--- config.mk ---
export PLATFORM = sky130hd
export DESIGN_NAME = byte_string_sorter_unit
export DESIGN_NICKNAME = d
export VERILOG_FILES = /design/src/hdl/bsu_pkg.sv /design/src/hdl/bsu_ram.sv /design/src/hdl/byte_string_sorter_unit.sv
export SDC_FILE = /design/constraint.sdc
export NUM_CORES = 1
export LEC_CHECK = 0
export ABC_AREA = 1
export BUFFER_PORTS_ARGS = -buffer_cell sky130_fd_sc_hd__buf_2
export CAP_MARGIN = 0
export CORE_ASPECT_RATIO = 1.4
export CORE_MARGIN = 10
export CORE_UTILIZATION = 46
export DETAILED_ROUTE_END_ITERATION = 8
export MAX_ROUTING_LAYER = met4
export PLACE_DENSITY_LB_ADDON = 0.1
export SLEW_MARGIN = 10
export SYNTH_ARGS = -nofsm -noshare
export SYNTH_HDL_FRONTEND = slang
export SYNTH_HIERARCHICAL = 1
export SYNTH_SLANG_ARGS = --single-unit
--- constraint.sdc ---
create_clock -name clk -period 2.6 [get_ports clk]
set_input_delay 0.26 -clock clk [delete_from_list [all_inputs] [get_ports clk]]
set_output_delay 0.26 -clock clk [all_outputs]
set_load 0.02 [all_outputs]
--- src/hdl/bsu_pkg.sv ---
`timescale 1ns / 1ps
// bsu_pkg: shared types and constants of the byte string sorter
// used by the top level and by the port checker; no dependencies

package bsu_pkg;

	localparam int CH_W = 8;

	typedef logic signed [CH_W-1:0] ch_t;

endpackage

--- src/hdl/bsu_ram.sv ---
`timescale 1ns / 1ps
// bsu_ram: generic simple dual-port ram, one write port, one registered read port
// no dependencies; contents are undefined until written

module bsu_ram #(
	parameter int WIDTH = 8,
	parameter int DEPTH = 64
) (
	input  logic                     clk,
	input  logic                     we,
	input  logic [$clog2(DEPTH)-1:0] waddr,
	input  logic [WIDTH-1:0]         wdata,
	input  logic [$clog2(DEPTH)-1:0] raddr,
	output logic [WIDTH-1:0]         rdata
);

	logic [WIDTH-1:0] mem_q [DEPTH];
	logic [WIDTH-1:0] rdata_q;

	always_ff @(posedge clk) begin
		if (we) begin
			mem_q[waddr] <= wdata;
		end
		rdata_q <= mem_q[raddr];
	end

	assign rdata = rdata_q;

endmodule

--- src/hdl/byte_string_sorter_unit.sv ---
`timescale 1ns / 1ps
// byte_string_sorter_unit: sorts the characters of one string by signed value
// depends on bsu_pkg and bsu_ram
//
// usage:
//   s_axis carries one character per item in tdata, tlast marks the final
//   character of the string. characters beyond MAX_LEN are dropped and the
//   string is flagged as overflowed.
//   m_axis returns every stored character in ascending signed order, one per
//   item, tlast on the final one, tuser set on every item of an overflowed
//   string.
// operation:
//   loading stores the characters in arrival order. after the final character the
//   block makes one pass over the character ram per distinct value, each pass
//   reading all n stored characters, and emits each value once per occurrence,
//   one item per cycle while m_axis_tready is high.
//   s_axis_tready is high only while a string is being loaded.
// reset: clears the fill count, the overflow flag and the output valid.
// stall: a low m_axis_tready freezes the output register and the emitting sequencer;
//   the last item of a string may wait while the next string loads.

module byte_string_sorter_unit #(
	parameter int MAX_LEN = 64
) (
	input  logic                       clk,
	input  logic                       arst_n,
	input  logic                       s_axis_tvalid,
	output logic                       s_axis_tready,
	input  logic [bsu_pkg::CH_W-1:0]   s_axis_tdata,  // [7:0] ch
	input  logic                       s_axis_tlast,
	output logic                       m_axis_tvalid,
	input  logic                       m_axis_tready,
	output logic [bsu_pkg::CH_W-1:0]   m_axis_tdata,  // [7:0] sorted_ch
	output logic                       m_axis_tlast,
	output logic                       m_axis_tuser   // [0] overflow
);

	import bsu_pkg::*;

	localparam int CW = $clog2(MAX_LEN + 1);
	localparam int AW = $clog2(MAX_LEN);

	localparam logic [1:0] ST_LOAD = 2'd0;
	localparam logic [1:0] ST_SCAN = 2'd1;
	localparam logic [1:0] ST_EMIT = 2'd2;

	logic [1:0]    state_q;
	logic [CW-1:0] fill_q;
	logic          ovf_q;
	logic [CW-1:0] idx_q;
	logic          rvld_s1;
	logic          first_q;
	logic          found_q;
	ch_t           prev_q;
	ch_t           best_q;
	logic [CW-1:0] cnt_q;
	logic [CW-1:0] rem_q;

	logic          out_vld_q;
	ch_t           out_ch_q;
	logic          out_last_q;
	logic          out_ovf_q;

	logic          in_acc;
	logic          room;
	logic          ram_we;
	logic [CH_W-1:0] ram_rdata;
	ch_t           rd_ch;
	logic          cand;
	logic          load_out;

	assign s_axis_tready = (state_q == ST_LOAD);
	assign in_acc        = s_axis_tvalid && s_axis_tready;
	assign room          = fill_q < CW'(MAX_LEN);
	assign ram_we        = in_acc && room;
	assign rd_ch         = ch_t'(ram_rdata);
	assign cand          = rvld_s1 && (first_q || (rd_ch > prev_q));
	assign load_out      = (state_q == ST_EMIT) && (!out_vld_q || m_axis_tready);

	bsu_ram #(
		.WIDTH(CH_W),
		.DEPTH(MAX_LEN)
	) u_ram (
		.clk  (clk),
		.we   (ram_we),
		.waddr(fill_q[AW-1:0]),
		.wdata(s_axis_tdata),
		.raddr(idx_q[AW-1:0]),
		.rdata(ram_rdata)
	);

	always_ff @(posedge clk or negedge arst_n) begin
		if (!arst_n) begin
			state_q <= ST_LOAD;
			fill_q  <= '0;
			ovf_q   <= 1'b0;
			idx_q   <= '0;
			rvld_s1 <= 1'b0;
			first_q <= 1'b1;
			found_q <= 1'b0;
			cnt_q   <= '0;
			rem_q   <= '0;
		end else begin
			case (state_q)
				ST_LOAD: begin
					if (in_acc) begin
						if (room) begin
							fill_q <= fill_q + CW'(1);
						end else begin
							ovf_q <= 1'b1;
						end
						if (s_axis_tlast) begin
							state_q <= ST_SCAN;
							rem_q   <= fill_q + CW'(room);
							idx_q   <= '0;
							rvld_s1 <= 1'b0;
							first_q <= 1'b1;
							found_q <= 1'b0;
						end
					end
				end
				ST_SCAN: begin
					rvld_s1 <= idx_q < fill_q;
					if (idx_q < fill_q) begin
						idx_q <= idx_q + CW'(1);
					end
					if (cand && (!found_q || rd_ch < best_q)) begin
						best_q  <= rd_ch;
						cnt_q   <= CW'(1);
						found_q <= 1'b1;
					end else if (cand && rd_ch == best_q) begin
						cnt_q <= cnt_q + CW'(1);
					end
					if (idx_q == fill_q && !rvld_s1) begin
						state_q <= ST_EMIT;
					end
				end
				ST_EMIT: begin
					if (load_out) begin
						cnt_q <= cnt_q - CW'(1);
						rem_q <= rem_q - CW'(1);
						if (cnt_q == CW'(1)) begin
							if (rem_q == CW'(1)) begin
								state_q <= ST_LOAD;
								fill_q  <= '0;
								ovf_q   <= 1'b0;
							end else begin
								state_q <= ST_SCAN;
								prev_q  <= best_q;
								first_q <= 1'b0;
								found_q <= 1'b0;
								idx_q   <= '0;
								rvld_s1 <= 1'b0;
							end
						end
					end
				end
				default: begin
					state_q <= ST_LOAD;
				end
			endcase
		end
	end

	// output register
	always_ff @(posedge clk or negedge arst_n) begin
		if (!arst_n) begin
			out_vld_q <= 1'b0;
		end else if (load_out) begin
			out_vld_q <= 1'b1;
		end else if (m_axis_tready) begin
			out_vld_q <= 1'b0;
		end
	end

	always_ff @(posedge clk) begin
		if (load_out) begin
			out_ch_q   <= best_q;
			out_last_q <= (rem_q == CW'(1));
			out_ovf_q  <= ovf_q;
		end
	end

	assign m_axis_tvalid = out_vld_q;
	assign m_axis_tdata  = out_ch_q;
	assign m_axis_tlast  = out_last_q;
	assign m_axis_tuser  = out_ovf_q;

endmodule

==> metrics.cfg <==
[setup_path]
cpPeakStageDelay_ns = 0.48
cp_data_required_time_ns = 2.91
critPathSlowestCell = dfxtp_1
path_class = flop to flop
worst-path-buf-inv = 1
start_kind = flop
arrival_ns = 2.73
crit_chain = ha_1 > a21oi_1 > nor2_1 > nor2_1 > nand2_1 > nand2_1 > nand3_1 > nand2_1 > nand3_1 > nor3_1 > buf_4
critPathCaptureType = flop
crit_path_max_fanout = 8
cp_common_cell = nand2_1
critPathTopFamily = simple AND/OR/NAND/NOR gates

[yosys]
synth_warnings = 6
async_reset_ff_frac = 0.06024
synth_area_sq_um = 25030
syn_nets = 2289
syn_avg_cell_area_sq_um = 11.15
synth_edf_count = 538
ys_ff_latch = 581
synth.top_cell.area_share = 0.6455
syn_inst = 2244
ys_top_cells_by_count = 761 x nand2_1, 538 x edfxtp_1, 467 x nand3_1, 85 x nor2_1, 75 x inv_1
yosys_most_used_dff = edfxtp_1
synth_cell_types = 40
synth-seq-area-share = 0.6870
yosys.cell_count.top_type = nand2_1
yosysTopAreaCell = edfxtp_1
synth.area.top_cells = edfxtp_1 65%, nand2_1 11%, nand3_1 9.3%

[timing]
hold_slack_ns = 0.1301
drv_slew = 0
fin_crit_ns = 2.426
clock.fmax_mhz = 412.1
finalHoldViolCount = 0
finalSetupViolCount = 0
slew_headroom = 0.4160
worst_slew_pin_slew_ns = 0.8760
rsz0062_at_grt = no
finalClockSkew_ns = 0.02322
finalCritPeriodShare = 0.9332

[layout]
areaGrowthSynthToFinish_pct = 12.95
antennaDiodeCount = 0
fillerInstances = 4866
design_area_sq_um = 28270
fin_util = 0.5226
drive_above_1_share = 0.1087
final_nets = 2389
stdcell_count = 3113

[route]
wl_per_cell_um = 21.38
dr.pass1.iters = 5
drt_iter0_markers = 1498
drc = 0
ant_nets = 0
totalWireLength_um = 66550
vias = 16810
via_per_inst = 5.399

[pwr]
vdd_ir_drop_max_mv = 0.5889
p_total_w = 0.02928
power.leakage_nw = 10.81
power.density_nw_per_um2 = 1036

[floorplan]
dieArea_sq_um = 64270
num_rows = 101
die_h_um = 296.0
top_level_ports = 25
initial_core_util = 0.4627
die_width_um = 217.1
core_sq_um = 54090

[global_route]
grt_pass1_vias = 16520
track_usage = 0.2133
grt.overflow.total = 0
grt_max_degree = 73
antenna_found_initial = 0
grt_pass1_wl_um = 101500

[placement]
routabilityCongestion = 0.8756
dp.cells = 3004
placed_area_sq_um = 26440
dp_hpwl_um = 42280
port_buffers = 24

[clock_tree]
clock_path_buffers = 3
cts_buffers = 56
cts.clk_slew.worst_paths_ns = 0.07
root_buffer = clkbuf_16
cts_sinks = 581
cts_tree = done
clk-insertion-delay-late_ns = 0.62
htree_levels = 2

[worst_hold_path]
hold_path_class = input pin to flop

[flow_run]
cap_violations = 0

[run_status]
status = finished clean

-- final timing paths --
kind	from	end	slack (ns)	depth (start not counted)
hold reg to reg	ovf_q	m_axis_tuser	0.46	0
min in group asynchronous	arst_n	fill_q[5]	0.33	3
setup / recovery	u_ram/rdata[5]	best_q[3]	0.17	11
setup reg to reg	u_ram/rdata[5]	best_q[3]	0.17	11
max in group asynchronous	arst_n	idx_q[0]	1.86	3
hold / removal	s_axis_tlast	rem_q[2]	0.13	6
-- power by group --
part           leakage, nW  internal, W  switching, W  total (W)
registers             5.34       0.0106      0.000475     0.0111
clock network        0.875      0.00451       0.00352    0.00803
logic                 4.59      0.00307       0.00710     0.0102
-- registers in the layout, indices dropped and copies added, names as in the netlist --
name           cells
m_axis_tlast       1
cnt_q              7
first_q            1
fill_q             7
ovf_q              1
u_ram/mem_q      512
m_axis_tdata       8
u_ram/rdata        8
found_q            1
rvld_s1            1
rem_q              7
m_axis_tuser       1
m_axis_tvalid      1
prev_q             8
best_q             8
state_q            2
idx_q              7
-- kinds of logic after synthesis --
family | share of synthesized area
AO/OA/AOI/OAI | 0.01415
XOR/XNOR | 0.005600
adder cells (fa/ha/maj) | 0.01600
buffers and inverters | 0.04590
flip-flops | 0.6870
AND/OR/NAND/NOR | 0.2314
-- per-layer routing --
| layer | up-vias | GRT usage | routed length, um |
|---|---|---|---|
| met1 | 8229 | 0.2540 | 26930 |
| met3 | 124 | 0.02704 | 3136 |
| li1 | 7995 | - | - |
| met5 | - | - | 0 |
| met4 | 0 | 0.08679 | 2596 |
| met2 | 458 | 0.3623 | 33880 |
-- cell usage in the layout (no fill, tap or decap), drive strengths merged --
cell type    instances
nand2              765
edfxtp             538
nand3              467
buf                159
nor2                88
inv                 83
clkbuf              72
dfrtp               34
ha                  32
o21ai               26
clkinv              23
nand4               18
a21oi               14
xor2                14
nor4                10
dfxtp                8
nor3                 6
o211ai               6
o31ai                5
bufinv               4
o22ai                3
clkinvlp             3
dlygate4sd3          3
a21boi               2
xnor2                2
o21a                 1
or2                  1
a31oi                1
o21bai               1
a21o                 1
o41ai                1
dfstp                1
-- area by class of cell --
cell class                      instances  area, sq um  area share
Clock inverter                         34        281.5    0.009959
Clock buffer                           72         1513     0.05351
Inverter                               79        306.5     0.01084
Tap cell                              721        902.1     0.03191
Multi-Input combinational cell       1464         6685      0.2365
Timing Repair Buffer                  162         1376     0.04869
Sequential cell                       581        17200      0.6086
-- timing repair --
item                       4_1_cts  5_1_grt
hold endpoints to repair        36        0
setup endpoints to repair        0        8
gates resized for setup          0        2
buffers inserted                 0        0
hold buffers                     3        0
-- through the flow --
stage | setup WS [ns] | TNS [ns]
after detailed placement | 0.07136 | 0
after global placement | 0.09933 | 0
after floorplan | -0.1901 | -12.16
final | 0.1736 | 0
after global routing | 0.01266 | 0
after CTS | 0.04665 | 0
-- worst reg2reg max path, stage by stage, from the launching register on --
cell     delay (ns)
dfxtp_1        0.48
ha_1           0.30
a21oi_1        0.14
nor2_1         0.05
nor2_1         0.11
nand2_1        0.07
nand2_1        0.06
nand3_1        0.09
nand2_1        0.13
nand3_1        0.19
nor3_1         0.26
buf_4          0.24
Power figures use the tool's default switching activity.
